<file path="config.mk">
export PLATFORM = sky130hd
export DESIGN_NAME = ean_barcode_bit_encoder_top
export DESIGN_NICKNAME = d
export VERILOG_FILES = /design/src/hdl/ebe_pkg.sv /design/src/hdl/ean_barcode_bit_encoder_top.sv /design/src/hdl/ebe_serializer.sv /design/src/hdl/ebe_packer.sv
export SDC_FILE = /design/constraint.sdc
export NUM_CORES = 1
export LEC_CHECK = 0
export BUFFER_PORTS_ARGS = -buffer_cell sky130_fd_sc_hd__clkbuf_2
export CAP_MARGIN = 20
export CORE_MARGIN = 2
export CORE_UTILIZATION = 53
export DETAILED_ROUTE_END_ITERATION = 12
export GPL_TIMING_DRIVEN = 0
export PLACE_DENSITY = 0.67
export SLEW_MARGIN = 15
export SYNTH_ARGS = -nofsm -noshare
export SYNTH_HDL_FRONTEND = slang
export SYNTH_HIERARCHICAL = 1
export SYNTH_SLANG_ARGS = --single-unit
</file>
<file path="constraint.sdc">
create_clock -name clk -period 10.7 [get_ports clk]
set_clock_uncertainty 0.15 [all_clocks]
set_input_delay 3.21 -clock clk [delete_from_list [all_inputs] [get_ports clk]]
set_output_delay 3.21 -clock clk [all_outputs]
set_load 0.02 [all_outputs]
</file>
<file path="src/hdl/ebe_pkg.sv">
package ebe_pkg;

    localparam logic [1:0] REG_CODE_FORMAT  = 2'd0;
    localparam logic [1:0] REG_MODULE_WIDTH = 2'd1;
    localparam logic [1:0] REG_START_OFFSET = 2'd2;

    // Guard patterns, left aligned in a 7-bit field.
    localparam logic [6:0] GUARD_SIDE   = 7'b1010000;
    localparam logic [6:0] GUARD_CENTER = 7'b0101000;
    localparam logic [2:0] GUARD_SIDE_BITS   = 3'd3;
    localparam logic [2:0] GUARD_CENTER_BITS = 3'd5;
    localparam logic [2:0] SYMBOL_BITS       = 3'd7;

    // One run of module bits handed to the serializer.
    typedef struct packed {
        logic [6:0] pattern;
        logic [2:0] nbits;
        logic       is_init;
        logic       is_final;
        logic [3:0] chk;
    } seg_t;

    // One output bit handed to the byte packer.
    typedef struct packed {
        logic       value;
        logic       first;
        logic       is_final;
        logic [3:0] chk;
    } mbit_t;

    function automatic logic [6:0] set_a(input logic [3:0] d);
        logic [6:0] r;
        case (d)
            4'd0:    r = 7'h0D;
            4'd1:    r = 7'h19;
            4'd2:    r = 7'h13;
            4'd3:    r = 7'h3D;
            4'd4:    r = 7'h23;
            4'd5:    r = 7'h31;
            4'd6:    r = 7'h2F;
            4'd7:    r = 7'h3B;
            4'd8:    r = 7'h37;
            default: r = 7'h0B;
        endcase
        return r;
    endfunction

    function automatic logic [6:0] set_b(input logic [3:0] d);
        logic [6:0] r;
        case (d)
            4'd0:    r = 7'h27;
            4'd1:    r = 7'h33;
            4'd2:    r = 7'h1B;
            4'd3:    r = 7'h21;
            4'd4:    r = 7'h1D;
            4'd5:    r = 7'h39;
            4'd6:    r = 7'h05;
            4'd7:    r = 7'h11;
            4'd8:    r = 7'h09;
            default: r = 7'h17;
        endcase
        return r;
    endfunction

    function automatic logic [6:0] set_c(input logic [3:0] d);
        logic [6:0] r;
        case (d)
            4'd0:    r = 7'h72;
            4'd1:    r = 7'h66;
            4'd2:    r = 7'h6C;
            4'd3:    r = 7'h42;
            4'd4:    r = 7'h5C;
            4'd5:    r = 7'h4E;
            4'd6:    r = 7'h50;
            4'd7:    r = 7'h44;
            4'd8:    r = 7'h48;
            default: r = 7'h74;
        endcase
        return r;
    endfunction

    // Bit (5 - i) set: left-half position i uses set B.
    function automatic logic [5:0] parity_mask(input logic [3:0] d);
        logic [5:0] r;
        case (d)
            4'd0:    r = 6'h00;
            4'd1:    r = 6'h0B;
            4'd2:    r = 6'h0D;
            4'd3:    r = 6'h0E;
            4'd4:    r = 6'h13;
            4'd5:    r = 6'h19;
            4'd6:    r = 6'h1C;
            4'd7:    r = 6'h15;
            4'd8:    r = 6'h16;
            default: r = 6'h1A;
        endcase
        return r;
    endfunction

endpackage

</file>
<file path="src/hdl/ean_barcode_bit_encoder_top.sv">
// EAN-13 / EAN-8 barcode encoder. Digits enter one transaction at a time,
// most significant first (twelve for EAN-13, seven for EAN-8); the block
// emits the barcode as bytes of module bits, first module in bit 7 minus the
// start offset, with guards, the check digit after the last digit, and
// last_byte with check_digit on the final byte. A digit takes its segments
// (start guard, symbol, center guard, check symbol, end guard) through a bit
// serializer that sends one output bit per cycle within a segment unless the
// byte output stalls. Register writes take effect at once and restart the
// code.
module ean_barcode_bit_encoder_top #(
    parameter int MAX_MODULE_WIDTH = 4
) (
    input  logic       clk,
    input  logic       rst_n,
    input  logic       cfg_we,
    input  logic [1:0] cfg_index,
    input  logic [2:0] cfg_data,
    input  logic       digit_valid,
    output logic       digit_ready,
    input  logic [3:0] digit,
    output logic       out_valid,
    input  logic       out_ready,
    output logic [7:0] data_byte,
    output logic       last_byte,
    output logic [3:0] check_digit
);

    localparam logic [3:0] MAXW = 4'(MAX_MODULE_WIDTH);

    typedef enum logic [2:0] {
        S_IDLE,
        S_START,
        S_DATA,
        S_CENTER,
        S_CHECK,
        S_END
    } state_t;

    state_t     state_reg;
    logic       fmt_reg;
    logic [2:0] mw_reg;
    logic [2:0] offset_reg;
    logic [3:0] pos_reg;
    logic [3:0] psel_reg;
    logic [3:0] sum_reg;
    logic [6:0] data_pat_reg;
    logic       do_data_reg;
    logic       do_center_reg;
    logic       last_reg;
    logic [3:0] chk_reg;

    logic       cfg_hit;
    logic       accept;
    logic [3:0] d;
    logic       weight3;
    logic [4:0] prod;
    logic [5:0] total;
    logic [3:0] sum_next;
    logic [3:0] chk_next;
    logic       last_next;
    logic [5:0] pmask;
    logic [2:0] pidx;
    logic [6:0] data_pat_next;
    logic [2:0] width_m1;

    logic            seg_valid;
    logic            seg_ready;
    ebe_pkg::seg_t   seg;
    logic            bit_valid;
    logic            bit_ready;
    ebe_pkg::mbit_t  mbit;

    assign cfg_hit     = cfg_we && (cfg_index == ebe_pkg::REG_CODE_FORMAT
                                 || cfg_index == ebe_pkg::REG_MODULE_WIDTH
                                 || cfg_index == ebe_pkg::REG_START_OFFSET);
    // A register write wins over a digit offered in the same cycle.
    assign digit_ready = (state_reg == S_IDLE) && !cfg_hit;
    assign accept      = digit_valid && digit_ready;

    always_comb
    begin
        if (mw_reg == 3'd0)
        begin
            width_m1 = 3'd0;
        end
        else if ({1'b0, mw_reg} > MAXW)
        begin
            width_m1 = 3'(MAXW - 4'd1);
        end
        else
        begin
            width_m1 = mw_reg - 3'd1;
        end
    end

    // Check sum is kept modulo ten; each step adds at most 27.
    always_comb
    begin
        d        = (digit > 4'd9) ? 4'd9 : digit;
        weight3  = fmt_reg ? !pos_reg[0] : pos_reg[0];
        prod     = weight3 ? ({1'b0, d} + {d, 1'b0}) : {1'b0, d};
        total    = {2'b00, sum_reg} + {1'b0, prod};
        if (total >= 6'd30)
        begin
            sum_next = 4'(total - 6'd30);
        end
        else if (total >= 6'd20)
        begin
            sum_next = 4'(total - 6'd20);
        end
        else if (total >= 6'd10)
        begin
            sum_next = 4'(total - 6'd10);
        end
        else
        begin
            sum_next = total[3:0];
        end
        chk_next  = (sum_next == 4'd0) ? 4'd0 : 4'd10 - sum_next;
        last_next = fmt_reg ? (pos_reg >= 4'd6) : (pos_reg >= 4'd11);

        pmask = ebe_pkg::parity_mask(psel_reg);
        pidx  = 3'(4'd6 - pos_reg);
        if (fmt_reg)
        begin
            data_pat_next = (pos_reg < 4'd4) ? ebe_pkg::set_a(d) : ebe_pkg::set_c(d);
        end
        else if (pos_reg <= 4'd6)
        begin
            data_pat_next = pmask[pidx] ? ebe_pkg::set_b(d) : ebe_pkg::set_a(d);
        end
        else
        begin
            data_pat_next = ebe_pkg::set_c(d);
        end
    end

    always_comb
    begin
        seg.pattern  = ebe_pkg::GUARD_SIDE;
        seg.nbits    = ebe_pkg::GUARD_SIDE_BITS;
        seg.is_init  = 1'b0;
        seg.is_final = 1'b0;
        seg.chk      = chk_reg;
        seg_valid    = 1'b1;
        case (state_reg)
            S_START:
            begin
                seg.is_init = 1'b1;
            end
            S_DATA:
            begin
                seg.pattern = data_pat_reg;
                seg.nbits   = ebe_pkg::SYMBOL_BITS;
            end
            S_CENTER:
            begin
                seg.pattern = ebe_pkg::GUARD_CENTER;
                seg.nbits   = ebe_pkg::GUARD_CENTER_BITS;
            end
            S_CHECK:
            begin
                seg.pattern = ebe_pkg::set_c(chk_reg);
                seg.nbits   = ebe_pkg::SYMBOL_BITS;
            end
            S_END:
            begin
                seg.is_final = 1'b1;
            end
            default:
            begin
                seg_valid = 1'b0;
            end
        endcase
    end

    always_ff @(posedge clk or negedge rst_n)
    begin
        if (!rst_n)
        begin
            state_reg     <= S_IDLE;
            fmt_reg       <= 1'b0;
            mw_reg        <= 3'd1;
            offset_reg    <= 3'd0;
            pos_reg       <= '0;
            psel_reg      <= '0;
            sum_reg       <= '0;
            data_pat_reg  <= '0;
            do_data_reg   <= 1'b0;
            do_center_reg <= 1'b0;
            last_reg      <= 1'b0;
            chk_reg       <= '0;
        end
        else if (cfg_hit)
        begin
            case (cfg_index)
                ebe_pkg::REG_CODE_FORMAT:  fmt_reg    <= cfg_data[0];
                ebe_pkg::REG_MODULE_WIDTH: mw_reg     <= cfg_data;
                default:                   offset_reg <= cfg_data;
            endcase
            state_reg <= S_IDLE;
            pos_reg   <= '0;
            psel_reg  <= '0;
            sum_reg   <= '0;
        end
        else
        begin
            case (state_reg)
                S_IDLE:
                begin
                    if (accept)
                    begin
                        data_pat_reg  <= data_pat_next;
                        do_data_reg   <= fmt_reg || (pos_reg != 4'd0);
                        do_center_reg <= fmt_reg ? (pos_reg == 4'd3) : (pos_reg == 4'd6);
                        last_reg      <= last_next;
                        chk_reg       <= chk_next;
                        if (!fmt_reg && pos_reg == 4'd0)
                        begin
                            psel_reg <= d;
                        end
                        if (last_next)
                        begin
                            pos_reg  <= '0;
                            sum_reg  <= '0;
                            psel_reg <= '0;
                        end
                        else
                        begin
                            pos_reg <= pos_reg + 4'd1;
                            sum_reg <= sum_next;
                        end
                        state_reg <= (pos_reg == 4'd0) ? S_START : S_DATA;
                    end
                end
                S_START:
                begin
                    if (seg_ready)
                    begin
                        state_reg <= do_data_reg ? S_DATA : S_IDLE;
                    end
                end
                S_DATA:
                begin
                    if (seg_ready)
                    begin
                        if (do_center_reg)
                        begin
                            state_reg <= S_CENTER;
                        end
                        else
                        begin
                            state_reg <= last_reg ? S_CHECK : S_IDLE;
                        end
                    end
                end
                S_CENTER:
                begin
                    if (seg_ready)
                    begin
                        state_reg <= last_reg ? S_CHECK : S_IDLE;
                    end
                end
                S_CHECK:
                begin
                    if (seg_ready)
                    begin
                        state_reg <= S_END;
                    end
                end
                S_END:
                begin
                    if (seg_ready)
                    begin
                        state_reg <= S_IDLE;
                    end
                end
                default:
                begin
                    state_reg <= S_IDLE;
                end
            endcase
        end
    end

    ebe_serializer u_serializer (
        .clk       (clk),
        .rst_n     (rst_n),
        .width_m1  (width_m1),
        .seg_valid (seg_valid),
        .seg_ready (seg_ready),
        .seg       (seg),
        .bit_valid (bit_valid),
        .bit_ready (bit_ready),
        .mbit      (mbit)
    );

    ebe_packer u_packer (
        .clk          (clk),
        .rst_n        (rst_n),
        .clear        (cfg_hit),
        .start_offset (offset_reg),
        .bit_valid    (bit_valid),
        .bit_ready    (bit_ready),
        .mbit         (mbit),
        .out_valid    (out_valid),
        .out_ready    (out_ready),
        .data_byte    (data_byte),
        .last_byte    (last_byte),
        .check_digit  (check_digit)
    );

endmodule

</file>
<file path="src/hdl/ebe_serializer.sv">
module ebe_serializer (
    input  logic                clk,
    input  logic                rst_n,
    input  logic [2:0]          width_m1,
    input  logic                seg_valid,
    output logic                seg_ready,
    input  ebe_pkg::seg_t       seg,
    output logic                bit_valid,
    input  logic                bit_ready,
    output ebe_pkg::mbit_t      mbit
);

    logic       busy_reg;
    logic [6:0] pat_reg;
    logic [2:0] left_reg;
    logic [2:0] rep_reg;
    logic       first_reg;
    logic       final_reg;
    logic [3:0] chk_reg;

    assign seg_ready = !busy_reg;
    assign bit_valid = busy_reg;

    always_comb
    begin
        mbit.value    = pat_reg[6];
        mbit.first    = first_reg;
        mbit.is_final = final_reg && (left_reg == 3'd1) && (rep_reg == width_m1);
        mbit.chk      = chk_reg;
    end

    always_ff @(posedge clk or negedge rst_n)
    begin
        if (!rst_n)
        begin
            busy_reg  <= 1'b0;
            first_reg <= 1'b0;
            final_reg <= 1'b0;
            pat_reg   <= '0;
            left_reg  <= '0;
            rep_reg   <= '0;
            chk_reg   <= '0;
        end
        else if (!busy_reg)
        begin
            if (seg_valid)
            begin
                busy_reg  <= 1'b1;
                pat_reg   <= seg.pattern;
                left_reg  <= seg.nbits;
                rep_reg   <= '0;
                first_reg <= seg.is_init;
                final_reg <= seg.is_final;
                chk_reg   <= seg.chk;
            end
        end
        else if (bit_ready)
        begin
            first_reg <= 1'b0;
            // Each module bit is repeated until the width counter wraps.
            if (rep_reg == width_m1)
            begin
                rep_reg  <= '0;
                pat_reg  <= {pat_reg[5:0], 1'b0};
                left_reg <= left_reg - 3'd1;
                if (left_reg == 3'd1)
                begin
                    busy_reg <= 1'b0;
                end
            end
            else
            begin
                rep_reg <= rep_reg + 3'd1;
            end
        end
    end

endmodule

</file>
<file path="src/hdl/ebe_packer.sv">
module ebe_packer (
    input  logic                clk,
    input  logic                rst_n,
    input  logic                clear,
    input  logic [2:0]          start_offset,
    input  logic                bit_valid,
    output logic                bit_ready,
    input  ebe_pkg::mbit_t      mbit,
    output logic                out_valid,
    input  logic                out_ready,
    output logic [7:0]          data_byte,
    output logic                last_byte,
    output logic [3:0]          check_digit
);

    logic [7:0] byte_reg;
    logic [2:0] cnt_reg;
    logic       out_valid_reg;
    logic [7:0] data_reg;
    logic       last_reg;
    logic [3:0] chk_reg;

    logic [2:0] cnt;
    logic [7:0] byte_new;
    logic       emit;
    logic       push;

    assign bit_ready   = !out_valid_reg || out_ready;
    assign push        = bit_valid && bit_ready;
    assign out_valid   = out_valid_reg;
    assign data_byte   = data_reg;
    assign last_byte   = last_reg;
    assign check_digit = chk_reg;

    always_comb
    begin
        // The first bit of a barcode starts a fresh byte after the offset.
        cnt      = mbit.first ? start_offset : cnt_reg;
        byte_new = mbit.first ? 8'd0 : byte_reg;
        byte_new[~cnt] = mbit.value;
        emit     = mbit.is_final || (cnt == 3'd7);
    end

    always_ff @(posedge clk or negedge rst_n)
    begin
        if (!rst_n)
        begin
            out_valid_reg <= 1'b0;
            cnt_reg       <= '0;
            byte_reg      <= '0;
            data_reg      <= '0;
            last_reg      <= 1'b0;
            chk_reg       <= '0;
        end
        else
        begin
            if (push && emit && !clear)
            begin
                out_valid_reg <= 1'b1;
            end
            else if (out_ready)
            begin
                out_valid_reg <= 1'b0;
            end
            if (clear)
            begin
                cnt_reg  <= '0;
                byte_reg <= '0;
            end
            else if (push)
            begin
                if (emit)
                begin
                    data_reg      <= byte_new;
                    last_reg      <= mbit.is_final;
                    chk_reg       <= mbit.is_final ? mbit.chk : 4'd0;
                    cnt_reg       <= '0;
                    byte_reg      <= '0;
                end
                else
                begin
                    cnt_reg  <= cnt + 3'd1;
                    byte_reg <= byte_new;
                end
            end
        end
    end

endmodule

</file>
==> results.rst, run 1 <==
.. list-table::
   :header-rows: 1

   * - Metric
     - Value
   * - Number of clock buffers inserted by TritonCTS
     - 9
   * - Max Transition Viols Final
     - 0
   * - Power share of the combinational group
     - 59.2%
   * - Class of the tightest hold or removal check
     - flip-flop to flip-flop
   * - Initial cell density of the core
     - a little over half
   * - Post-DR wirelength/cell
     - around 17 um
   * - Clk root buf
     - sky130_fd_sc_hd__clkbuf_8
   * - Final setup fails
     - 0
   * - Startpoint Class
     - primary input
   * - Core Footprint
     - roughly 0.011 mm^2
   * - Element type at the critical path end
     - flip-flop
   * - Routing usage on met2
     - around 42%
   * - Power share of the clock group
     - 13.1%
   * - Total instance count after detailed placement
     - roughly 800
   * - Post-synth net total
     - a little under 700
   * - Total Routed Length
     - between 10000 and 15000 um
   * - Leakage dissipation
     - between 2 and 3 nW
   * - Switching portion of total power
     - a little under half
   * - Buffers & Inverters on Critical Path
     - 4
   * - Count of flip-flops with a built-in enable after synthesis
     - 0
   * - Required time of the worst setup path
     - between 10 and 15 ns
   * - Relative max-transition margin
     - 54.2%
   * - Number of warnings reported in the yosys synthesis log
     - 6
   * - Number of nets at the end of the flow
     - 723
   * - Count of hold buffers inserted by post-cts repair
     - 0
   * - Number of setup buffers added after CTS
     - 0
   * - Post-Syn Area per Cell
     - between 9 and 10 um^2
   * - Via count
     - roughly 5.0k
   * - Die footprint
     - roughly 0.012 mm^2
   * - Data arrival, critical path
     - roughly 8 ns
   * - Worst path max stage delay
     - 0.58 ns
   * - Residual antenna-violating net count after detailed routing
     - 0
   * - Die Wd
     - between 100 and 150 um
   * - Clock insertion delay at the later pin of the skew report
     - between 0.3 and 0.4 ns
   * - Kind of critical path
     - primary input to flip-flop
   * - Fraction of registers with async set/reset
     - between 90% and 100%
   * - DP Wirelength
     - roughly 10000 um
   * - Placer Congestion
     - approximately 0.9
   * - Top cell by count, worst path
     - sky130_fd_sc_hd__ha_1
   * - Count of inserted antenna diode cells
     - 0
   * - FP Rows
     - 38
   * - Total area of sequential cells
     - between 0.002 and 0.0025 mm^2
   * - Cell Chain, Critical Path
     - clkbuf_2 > clkbuf_1 > nand2b_1 > inv_1 > ha_1 > fa_1 > nand2_1 > o21ai_0 > ha_1 > xnor2_1 > inv_1 > ha_1 > a21oi_1 > o21ai_0 > nor4_1 > a21o_1 > a221oi_1 > o32a_1 > a211o_1 > a22oi_2
   * - Total count of hold-check failures in the final report
     - 0
   * - Level count of the clock H-tree
     - 3
   * - Worst Tran Pin Value
     - 0.683 ns
   * - Met3 track demand over resource in global routing
     - 3.62%
   * - Wire length of the first global-routing pass
     - approximately 23000 um
   * - Power per standard cell area
     - about 280 mW/mm^2
   * - Slack of the worst reg-to-reg path
     - between 5 and 6 ns
   * - Chip Height
     - 108 um
   * - Top-level port count
     - 29
   * - CTS tree
     - built
   * - Post-layout minimum cycle time
     - around 8.0 ns
   * - Number of detailed-routing iterations run before antenna repair
     - 7
   * - Relative contribution of sequential cells to total power
     - 27.7%
   * - Final instance count without filler cells
     - slightly above 800
   * - Via count normalized by instance count
     - 6.10
   * - Tot Pwr
     - 1.75 mW
   * - Max-cap violations
     - 0
   * - Sink Count
     - between 80 and 90
   * - Highest attainable clock frequency
     - 125 MHz
   * - Count of input and output buffers
     - 28
   * - Filler Cell Count
     - ~1000
   * - Result of the run
     - finished clean
   * - DR iter-0 viols
     - 360
   * - Clock buffer depth
     - 2
   * - Cell variety after synth
     - 78
   * - DRC violations left
     - 0
   * - Placed inst area
     - ~0.0061 mm^2
   * - Setup repair after global routing missed its margin
     - no
   * - Number of global-route vias before repair
     - around 4.8k
   * - Worst ir drop on vdd
     - between 0.0002 and 0.0003 V
   * - Area delta synth->final
     - 9.25%
   * - Cell area after layout
     - between 0.006 and 0.007 mm^2
   * - Antenna violations before repair
     - 0
   * - Primary FF master, synth
     - sky130_fd_sc_hd__dfrtp_1
   * - Footprint of the multi-input gates
     - roughly 0.0034 mm^2
   * - CP delay by family, top
     - compound AO/OA/AOI/OAI gates
   * - Internal power summed over all cells
     - 0.950 mW
   * - Share of the cycle needed by the critical path after routing
     - around three quarters
   * - Number of flip-flops and latches in the synthesized netlist
     - 81
   * - Share of layout cells above drive strength 1
     - ~15%
   * - Busiest layer in global routing
     - met2
   * - Met1 capacity usage during global routing
     - between 30% and 40%
   * - Total net switching power
     - approximately 0.80 mW
   * - Setup TNS
     - 0 ns
   * - Max FO, Critical Path
     - 10
   * - Worst path slowest cell
     - sky130_fd_sc_hd__xnor2_1
   * - Maximum number of pins on one net before global-route repair
     - 54
   * - Global-route usage over all layers
     - roughly a quarter
   * - Cells after Synth
     - roughly 630
   * - Post-synthesis instance area
     - about 0.0058 mm^2
   * - Portion of the post-synthesis area used by sequential elements
     - roughly a third
   * - Clock slew at reported path FFs
     - 0.08 ns
   * - GRT overflow
     - 0
   * - Resized Gates After CTS
     - 0
kinds of logic after synthesis:
kind of cell	synth area share (%)
flip-flops	35.1
adder cells (fa/ha/maj)	8.06
XOR/XNOR	3.27
AND/OR/NAND/NOR	17.9
AO/OA/AOI/OAI	23.9
multiplexers	5.74
buffers and inverters	5.98
other	0.0649
power by group through the flow:
stage / Sequential (mW) / Clock (mW) / Combinational (mW)
floorplan: 0.481 / 0 / 0.803
global placement: 0.487 / 0 / 0.997
detailed placement: 0.491 / 0 / 1.03
CTS: 0.484 / 0.231 / 1.03
global route: 0.500 / 0.244 / 1.16
finish: 0.486 / 0.229 / 1.04
cell usage after synthesis (all sizes together) (3+ instances only):
master / instances / area share, %
nor2b: 9 / 0.97
buf: 19 / 2.2
clkbuf: 14 / 0.91
and3: 12 / 1.5
and4b: 4 / 0.69
o31ai: 4 / 0.52
nor2: 34 / 2.2
o2111ai: 9 / 1.4
or3: 3 / 0.32
a21o: 8 / 1.0
o211ai: 7 / 0.91
nor4bb: 4 / 0.69
a22o: 10 / 1.7
a211o: 6 / 0.91
a22oi: 6 / 0.87
nand3: 18 / 1.7
mux2: 15 / 2.9
a21oi: 32 / 2.8
inv: 44 / 2.9
nand2: 60 / 3.9
a31oi: 20 / 2.2
or2: 4 / 0.43
a221o: 4 / 0.69
o221ai: 9 / 1.4
nor4b: 4 / 1.0
nor4: 4 / 0.43
nand2b: 7 / 0.76
xnor2: 11 / 2.0
nor3: 8 / 0.69
nand4: 3 / 0.32
xor2: 5 / 0.89
a211oi: 3 / 0.61
o21ai: 58 / 5.1
ha: 34 / 7.4
dfrtp: 80 / 35
o21a: 4 / 0.52
o311ai: 6 / 0.91
nor3b: 5 / 0.74
nand3b: 3 / 0.39
mux2i: 14 / 2.4
through the flow:
stage | utilization, % | hold WS, ns | worst slack (ns)
floorplan | - | 0.289 | 3.15
global placement | 56.7 | 0.311 | 2.39
detailed placement | 57.0 | 0.318 | 2.30
CTS | 58.7 | 0.336 | 2.68
global route | 58.7 | 0.344 | 2.19
finish | 58.7 | 0.335 | 2.70
worst paths after layout:
check	cells past startpoint	endpoint	start
max in group asynchronous	2	mw_reg[0]	rst_n
worst max register to register	15	chk_reg[1]	fmt_reg
worst max-delay path	20	chk_reg[1]	digit[3]
worst min register to register	1	u_packer/check_digit[3]	u_serializer/chk_reg[3]
min in group asynchronous	1	u_packer/data_byte[3]	rst_n
worst min-delay path	1	u_packer/check_digit[3]	u_serializer/chk_reg[3]
layout make-up:
class	instances	area share (%)
Clock buffer	12	2.14
Clock inverter	4	0.852
Sequential cell	81	32.1
Tap cell	140	2.78
Multi-Input combinational cell	475	53.9
Buffer	33	2.85
Inverter	44	2.62
Timing Repair Buffer	29	2.70
cell usage in the layout (no fill, tap or decap), types with 4 or more instances in the layout:
| cell | count |
|---|---|
| sky130_fd_sc_hd__dfrtp_1 | 80 |
| sky130_fd_sc_hd__nand2_1 | 60 |
| sky130_fd_sc_hd__o21ai_0 | 55 |
| sky130_fd_sc_hd__inv_1 | 43 |
| sky130_fd_sc_hd__nor2_1 | 34 |
| sky130_fd_sc_hd__ha_1 | 34 |
| sky130_fd_sc_hd__a21oi_1 | 31 |
| sky130_fd_sc_hd__clkbuf_2 | 27 |
| sky130_fd_sc_hd__a31oi_1 | 20 |
| sky130_fd_sc_hd__clkbuf_1 | 17 |
| sky130_fd_sc_hd__nand3_1 | 16 |
| sky130_fd_sc_hd__mux2_2 | 15 |
| sky130_fd_sc_hd__mux2i_1 | 14 |
| sky130_fd_sc_hd__and3_1 | 10 |
| sky130_fd_sc_hd__xnor2_1 | 10 |
| sky130_fd_sc_hd__buf_2 | 9 |
| sky130_fd_sc_hd__o221ai_1 | 9 |
| sky130_fd_sc_hd__nor2b_1 | 9 |
| sky130_fd_sc_hd__a22o_1 | 9 |
| sky130_fd_sc_hd__o2111ai_1 | 9 |
| sky130_fd_sc_hd__clkbuf_8 | 9 |
| sky130_fd_sc_hd__nor3_1 | 8 |
| sky130_fd_sc_hd__a21o_1 | 8 |
| sky130_fd_sc_hd__nand2b_1 | 7 |
| sky130_fd_sc_hd__o211ai_1 | 7 |
| sky130_fd_sc_hd__a211o_1 | 6 |
| sky130_fd_sc_hd__a22oi_1 | 5 |
| sky130_fd_sc_hd__nor3b_1 | 4 |
| sky130_fd_sc_hd__xor2_1 | 4 |
| sky130_fd_sc_hd__o21a_1 | 4 |
| sky130_fd_sc_hd__nor4_1 | 4 |
| sky130_fd_sc_hd__o31ai_1 | 4 |
| sky130_fd_sc_hd__buf_4 | 4 |
| sky130_fd_sc_hd__buf_6 | 4 |
| sky130_fd_sc_hd__nor4b_2 | 4 |
| sky130_fd_sc_hd__nor4bb_1 | 4 |
| sky130_fd_sc_hd__and4b_1 | 4 |
| sky130_fd_sc_hd__a221o_1 | 4 |
layer usage:
layer | wire length [um] | part of all wire, %
met5 | 0 | 0
met4 | 221 | 1.6
met3 | 554 | 4.0
met2 | 6730 | 49
met1 | 6340 | 46
(Power assumes the default switching activity.)
==> run 2: changes to the inputs <==
PLACE_DENSITY = 0.7   (was 0.67)
clock period = 7.3 ns   (was 10.7 ns; I/O delays follow)
==> run 2 against run 1 <==
Clock power is 62% higher; die area stayed put; sequential power grew 46%; power grew 50%; core utilization grew 0.40 points; worst hold slack got worse by 0.0028 ns; critical endpoint unchanged; highest routed layer unchanged.
==> results.rst, run 2 (same netlist as run 1, synthesis figures left out) <==
.. list-table::
   :header-rows: 1

   * - Metric
     - Value
   * - Result of the run
     - finished clean
   * - Final instance count without filler cells
     - 817 (-0.12%)
   * - Worst Tran Pin Value
     - 0.649 ns (-0.0336 ns)
   * - Via count
     - 4964 (-0.56%)
   * - FP Rows
     - 38 (unchanged)
   * - Clock slew at reported path FFs
     - 0.08 ns (about the same)
   * - Relative max-transition margin
     - 56.6% (+2.4 points)
   * - Number of nets at the end of the flow
     - 722 (-0.14%)
   * - Global-route usage over all layers
     - 24.6% (-0.44 points)
   * - Total instance count after detailed placement
     - 802 (unchanged)
   * - Internal power summed over all cells
     - 1.45 mW (+52%)
   * - Highest attainable clock frequency
     - roughly 150 MHz
   * - Power per standard cell area
     - 412 mW/mm^2 (+49%)
   * - Antenna violations before repair
     - 0 (unchanged)
   * - Initial cell density of the core
     - 53.8% (unchanged)
   * - Clock buffer depth
     - 2 (unchanged)
   * - Number of detailed-routing iterations run before antenna repair
     - 5 (-2)
   * - DP Wirelength
     - 10200 um (+0.19%)
   * - Post-DR wirelength/cell
     - 16.8 um (-0.56%)
   * - DR iter-0 viols
     - 250 (-31%)
   * - Top library cells by usage in the layout, fill and taps aside
     - sky130_fd_sc_hd__dfrtp_1, sky130_fd_sc_hd__nand2_1, sky130_fd_sc_hd__o21ai_0
   * - Setup TNS
     - 0 ns (unchanged)
   * - Sink Count
     - 81 (unchanged)
   * - Required time of the worst setup path
     - 7.44 ns (-3.41 ns)
   * - Total count of hold-check failures in the final report
     - 0 (unchanged)
   * - Top-level port count
     - 29 (unchanged)
   * - Setup repair after global routing missed its margin
     - no
   * - Tot Pwr
     - 2.62 mW (+50%)
   * - Power share of the combinational group
     - 58.8% (-0.4 points)
   * - Share of layout cells above drive strength 1
     - 15.2% (+0.61 points)
   * - Cell area after layout
     - 0.00635 mm^2 (+0.67%)
   * - Power share of the clock group
     - 14.1% (+1.0 points)
   * - Wire length of the first global-routing pass
     - 23100 um (-1.1%)
   * - Class of the tightest hold or removal check
     - flip-flop to flip-flop
   * - Total net switching power
     - 1.17 mW (+46%)
   * - Max-cap violations
     - 0 (unchanged)
   * - DRC violations left
     - 0 (unchanged)
   * - Die Wd
     - 108 um (unchanged)
   * - Number of setup buffers added after CTS
     - 0 (unchanged)
   * - Post-layout utilization of the core
     - 59.1% (+0.40 points)
   * - Total Routed Length
     - 13700 um (-0.68%)
   * - Clock insertion delay at the later pin of the skew report
     - 0.36 ns (-0.02 ns)
   * - Smallest hold slack
     - 0.332 ns (-0.00283 ns)
   * - Max Transition Viols Final
     - 0 (unchanged)
   * - Number of global-route vias before repair
     - 4884 (+1.1%)
   * - Count of hold buffers inserted by post-cts repair
     - 0 (unchanged)
   * - Area delta synth->final
     - 9.98%
   * - Count of input and output buffers
     - 28 (unchanged)
   * - Placed inst area
     - 0.00612 mm^2 (-0.12%)
   * - Chip Height
     - 108 um (unchanged)
   * - Clk root buf
     - sky130_fd_sc_hd__clkbuf_8
   * - Relative contribution of sequential cells to total power
     - 27.1% (-0.6 points)
   * - Final setup fails
     - 0 (unchanged)
   * - Kind of critical path
     - primary input to flip-flop
   * - Maximum number of pins on one net before global-route repair
     - 45 (-17%)
   * - Worst ir drop on vdd
     - 0.000403 V (+37%)
   * - Post-layout minimum cycle time
     - between 6 and 7 ns
   * - Data arrival, critical path
     - 6.74 ns (-1.42 ns)
   * - CTS tree
     - built
   * - Element type at the critical path end
     - flip-flop
   * - Leakage dissipation
     - 2.88 nW (+0.71%)
   * - Core Footprint
     - 0.0107 mm^2 (unchanged)
   * - Worst slack, placed
     - -0.168 ns (-2.46 ns)
   * - Placer Congestion
     - 0.922 (+5.0%)
   * - Filler Cell Count
     - 980 (+0.51%)
   * - Via count normalized by instance count
     - 6.08 (-0.44%)
   * - Number of clock buffers inserted by TritonCTS
     - 9 (unchanged)
   * - Share of the cycle needed by the critical path after routing
     - about nine tenths
   * - Count of inserted antenna diode cells
     - 0 (unchanged)
   * - Final setup slack of the worst path
     - 0.697 ns (-2.00 ns)
   * - Startpoint Class
     - primary input
   * - GRT overflow
     - 0 (unchanged)
   * - Max FO, Critical Path
     - 10 (unchanged)
   * - Residual antenna-violating net count after detailed routing
     - 0 (unchanged)
   * - Commonest non-fill, non-tap cell in the layout
     - sky130_fd_sc_hd__dfrtp_1
   * - Switching portion of total power
     - 44.7% (-0.98 points)
   * - Level count of the clock H-tree
     - 3 (unchanged)
   * - Die footprint
     - 0.0118 mm^2 (unchanged)
run 2: cell types whose count changed in the layout (fill, tap and decap cells not counted), sizes merged:
cell	before	now
bufinv	1	2
clkbuf	54	52
run 2: layout make-up:
class	instances	area, um^2	area share [%]
clock inverter	5	80.1	1.26
timing repair buffer	29	163	2.56
clock buffer	11	141	2.22
sequential	81	2030	31.9
multi-input combinational	475	3430	53.9
inverter	44	165	2.60
tap	140	175	2.76
buffer	32	176	2.78
run 2: worst max-delay path, cell delays in order:
cell and delay (ns):
sky130_fd_sc_hd__clkbuf_2 0.10, sky130_fd_sc_hd__clkbuf_1 0.31, sky130_fd_sc_hd__o21ai_0 0.13, sky130_fd_sc_hd__nand2b_1 0.18, sky130_fd_sc_hd__ha_1 0.28, sky130_fd_sc_hd__fa_1 0.44, sky130_fd_sc_hd__nand2_1 0.06, sky130_fd_sc_hd__o21ai_0 0.09
sky130_fd_sc_hd__ha_1 0.47, sky130_fd_sc_hd__a21oi_1 0.13, sky130_fd_sc_hd__a21oi_1 0.23, sky130_fd_sc_hd__nor2_2 0.13, sky130_fd_sc_hd__ha_1 0.21, sky130_fd_sc_hd__a21oi_1 0.26, sky130_fd_sc_hd__o21ai_0 0.14, sky130_fd_sc_hd__nor4_1 0.21
sky130_fd_sc_hd__a21o_1 0.20, sky130_fd_sc_hd__a221oi_1 0.12, sky130_fd_sc_hd__o32a_1 0.42, sky130_fd_sc_hd__a211o_1 0.32, sky130_fd_sc_hd__a22oi_2 0.11
run 2: final timing paths:
path                                          from              endpoint  slack, ns  depth (start not counted)
min in group asynchronous                    rst_n  u_packer/byte_reg[1]       1.68                          1
worst min register to register  u_packer/last_byte    u_packer/last_byte       0.33                          1
worst max register to register          pos_reg[0]            chk_reg[1]       2.90                         15
worst max-delay path                      digit[2]            chk_reg[1]       0.70                         21
max in group asynchronous                    rst_n             mw_reg[0]       4.64                          2
worst min-delay path            u_packer/last_byte    u_packer/last_byte       0.33                          1
run 2: power groups by stage:
stage          clock, mW  sequential [mW]  combinational (mW)
6_report           0.370            0.708                1.54
5_1_grt            0.399            0.728                1.72
4_1_cts            0.378            0.708                1.51
3_5_place_dp           0            0.717                1.50
3_3_place_gp           0            0.711                1.45
2_1_floorplan          0            0.705                1.18
run 2: routing by layer:
layer | part of all wire [%] | track usage [%] | vias up | wire (um)
li1 | - | - | 2415 | -
met1 | 44 | 30.2 | 2400 | 6000
met2 | 50 | 42.8 | 119 | 6830
met3 | 4.2 | 4.76 | 30 | 584
met4 | 2.4 | 9.07 | 0 | 331
met5 | 0 | 0 | - | 0
run 2: repair_timing:
item | in CTS | in global routing
gates resized for setup | 0 | 3
hold endpoints to repair | 0 | 0
setup endpoints to repair | 0 | 3
